===== src/sv/salts_ram.sv =====
// ----------------------------------------------------------------------------
// salts_ram: generic simple dual-port RAM
// One write port and one read port, read data registered.
// ----------------------------------------------------------------------------
module salts_ram #(
  parameter int WIDTH = 8,
  parameter int DEPTH = 16,
  localparam int AW = (DEPTH > 1) ? $clog2(DEPTH) : 1
) (
  input  logic             clk,
  input  logic             we,
  input  logic [AW-1:0]    waddr,
  input  logic [WIDTH-1:0] wdata,
  input  logic [AW-1:0]    raddr,
  output logic [WIDTH-1:0] rdata
);

  logic [WIDTH-1:0] mem [DEPTH];

  // write port and registered read port
  always_ff @(posedge clk) begin
    if (we) begin
      mem[waddr] <= wdata;
    end
    rdata <= mem[raddr];
  end

endmodule


===== config.mk =====
export PLATFORM = sky130hd
export DESIGN_NAME = salts_ram
export DESIGN_NICKNAME = d
export VERILOG_FILES = /design/src/sv/salts_ram.sv
export SDC_FILE = /design/constraint.sdc
export NUM_CORES = 1
export LEC_CHECK = 0
export CORE_MARGIN = 8
export CORE_UTILIZATION = 45
export CTS_CLUSTER_SIZE = 30
export DETAILED_ROUTE_END_ITERATION = 12
export DONT_BUFFER_PORTS = 1
export HOLD_SLACK_MARGIN = 0.15
export SLEW_MARGIN = 10
export SYNTH_ARGS = -nofsm -noshare
export SYNTH_HDL_FRONTEND = slang
export SYNTH_SLANG_ARGS = --single-unit

===== constraint.sdc =====
create_clock -name clk -period 4.3 [get_ports clk]
set_input_delay 0.215 -clock clk [delete_from_list [all_inputs] [get_ports clk]]
set_output_delay 0.215 -clock clk [all_outputs]
set_load 0.05 [all_outputs]

==> results.md <==
* Tcrit/Tclk final at 49.8%
* Status: finished, final reports clean
* Psw at 0.631 mW
* Clk slew on worst S/H paths at 0.06 ns
* Final net count at 273
* Die area at 15100 µm²
* # port buffers at 0
* Pwr dens at 528 nW/µm²
* Routability congestion estimate at 0.705
* GRT Overall Usage at 14.5%
* Worst Reg-to-Reg Cells at 4
* Deepest clock path buffer count at 2
* Layout cells sized above 1 at 19.8%
* I/O Pins at 26
* Die height at 123 µm
* Crit path required time at 4.61 ns
* CP Class: in2reg
* Post CTS Setup Buffer Count at 0
* Finished Layout Cells at 412
* ANT nets after route at 0
* Core area at 11300 µm²
* Seq pwr share at 47.7%
* Syn. warnings at 0
* TNS Setup at 0 ns
* RSZ-0062 raised after global routing: false
* Part of the Yosys area used for sequential elements at 77.8%
* Hold Vio Cnt, Final at 0
* DR vias/cell at 5.60
* Vias in the first global route at 2416
* Crit start category: input port
* Leak pwr at 1.97 nW
* Post-Syn Instances at 229
* Fmax achieved at 467 MHz
* Sw Ratio at 19.8%
* Critical Path End: rdata[1]$_DFF_P_
* Crit path from: raddr[1]
* Via Count at 2308
* Post-route cell area at 6040 µm²
* # setup viols final at 0
* Die width at 123 µm
* Reg2reg setup slack at 2.59 ns
* CTS tree: yes
* Worst-Margin Slew at 0.965 ns
* Synthesis-to-layout area growth at 17.4%
* Reg-to-Reg Start: mem[5][1]$_DFFE_PP_
* Reg-to-reg critical path endpoint: rdata[1]$_DFF_P_
* First-pass GRT wire length at 14900 µm
* Post-cts resize count at 0
* Clk_lat worst skew at 0.43 ns
* Mapped Avg Cell Area at 22.5 µm²
* DP Area at 5260 µm²
* Final Skew at 0.00699 ns
* Int Pwr at 2.56 mW
* DPL Wire Length at 5800 µm
* Hold Buf Count CTS at 11
* Post-Place Worst Slack at 2.21 ns
* Max transition margin at 35.4%
* Clock power share at 48.8%
* CP Max Fanout at 18
* DRC viols at 0
* Cells after DPL at 365
* Slew Limit Fails at 0
* Tmin final at 2.14 ns
* Combinational fraction of design power at 3.5%
* FF+latch count, synth at 136
* Htree depth at 4
* CTS root buf: clkbuf_16
* Worst min path class: in2reg
* Cell area after synthesis at 5150 µm²
* Num CTS Buffers at 17
* Row count at 39
* 1st-iter DRT viols at 163
* Final worst slack at 2.16 ns
* CTS sink cnt at 136
* Initial Utilization at 45.7%
* Peak supply drop at 0.354 mV
* Max Cap Viol at 0
* Largest net degree at the start of global routing at 31
* Avg WL per Cell at 24.4 µm
* DR pass1 iterations at 4
* Netlist cell types at 19
* Grt total ovfl at 0
* WL final at 10100 µm
* Initial antenna violation count at 1
* CP Data Arrival Time at 2.45 ns
* CP Capture Type: flip-flop
* Syn Nets at 247
==> final cells by class <==
class,instances,area [µm²]
clock inverters,13,201
flip-flops and latches,136,4000
repair buffers,17,163
multi-input cells,83,1060
diodes,1,2.50
fillers,877,5230
clock buffers,19,433
well taps,143,179
==> registers in the layout, indices dropped and copies added, names as in the netlist <==
signal and cells:
rdata 8, mem 128
==> Yosys cell counts, drive strengths merged <==
master         count  share of area, %
clkdlybuf4s25      3              0.58
mux4              32                15
buf                7               1.1
nand2              9              0.66
nand2b             2              0.24
a22oi             16               2.3
edfxtp           128                75
nor2              13              0.95
nor2b              1              0.12
and2b              1              0.15
dfxtp              8               3.1
nand3b             2              0.29
or3b               1              0.17
nor3               4              0.39
and2               1              0.12
nand3              1             0.097
==> power groups by stage <==
stage	Sequential [mW]	Combinational (mW)	Clock [mW]
2_1_floorplan	1.55	0.0752	0
3_3_place_gp	1.55	0.0802	0
3_5_place_dp	1.55	0.0801	0
4_1_cts	1.52	0.110	1.58
5_1_grt	1.52	0.119	1.63
6_report	1.52	0.110	1.56
==> cells in the final DEF (no fill, tap or decap), types with 2 or more instances in the layout <==
master and n:
nand3b_1 2, clkinvlp_4 3, buf_4 3, bufinv_16 5
clkbuf_1 2, mux4_1 14, edfxtp_1 128, a22oi_1 16
mux4_2 18, nand2b_1 2, clkinv_2 4, nor2_1 13
nand2_1 9, clkbuf_16 17, nor3_1 3, dfxtp_1 8
dlygate4sd3_1 14
==> routing by layer <==
layer	wire, µm	vias to the layer above	GRT usage (%)
met1	4600	1207	19.3
met2	4760	58	21.1
met5	0	-	0
met3	543	14	4.75
li1	-	1029	-
met4	155	0	6.85
==> critical path, cell delays in order <==
cell and delay (ns):
dlygate4sd3_1 1.07, mux4_1 0.38, dlygate4sd3_1 0.56, a22oi_1 0.14, nand2_1 0.07
==> metrics by stage <==
step / hold WS (ns) / total power [mW] / utilization [%]
global placement: 0.315 / 1.63 / 46.7
global route: 0.167 / 3.28 / 53.6
finish: 0.164 / 3.19 / 53.6
floorplan: 0.314 / 1.62 / -
CTS: 0.151 / 3.21 / 53.3
detailed placement: 0.315 / 1.63 / 46.7
==> logic make-up after synthesis <==
logic type / Yosys count / share of synthesized area, %
simple gates: 35 / 3.18
compound gates: 16 / 2.33
mux: 32 / 15.0
buf+inv: 10 / 1.68
flops: 136 / 77.8
==> worst min-delay path by stage <==
| stage | from | endpoint | slack, ns | depth (start not counted) |
|---|---|---|---|---|
| floorplan | wdata[0] | mem[0][0]$_DFFE_PP_ | 0.31 | 0 |
| global placement | wdata[5] | mem[1][5]$_DFFE_PP_ | 0.31 | 0 |
| detailed placement | wdata[5] | mem[3][5]$_DFFE_PP_ | 0.32 | 0 |
| CTS | raddr[1] | rdata[1]$_DFF_P_ | 0.15 | 3 |
| global route | raddr[0] | rdata[0]$_DFF_P_ | 0.17 | 3 |
| finish | raddr[1] | rdata[2]$_DFF_P_ | 0.16 | 3 |
Power figures use the tool's default switching activity.
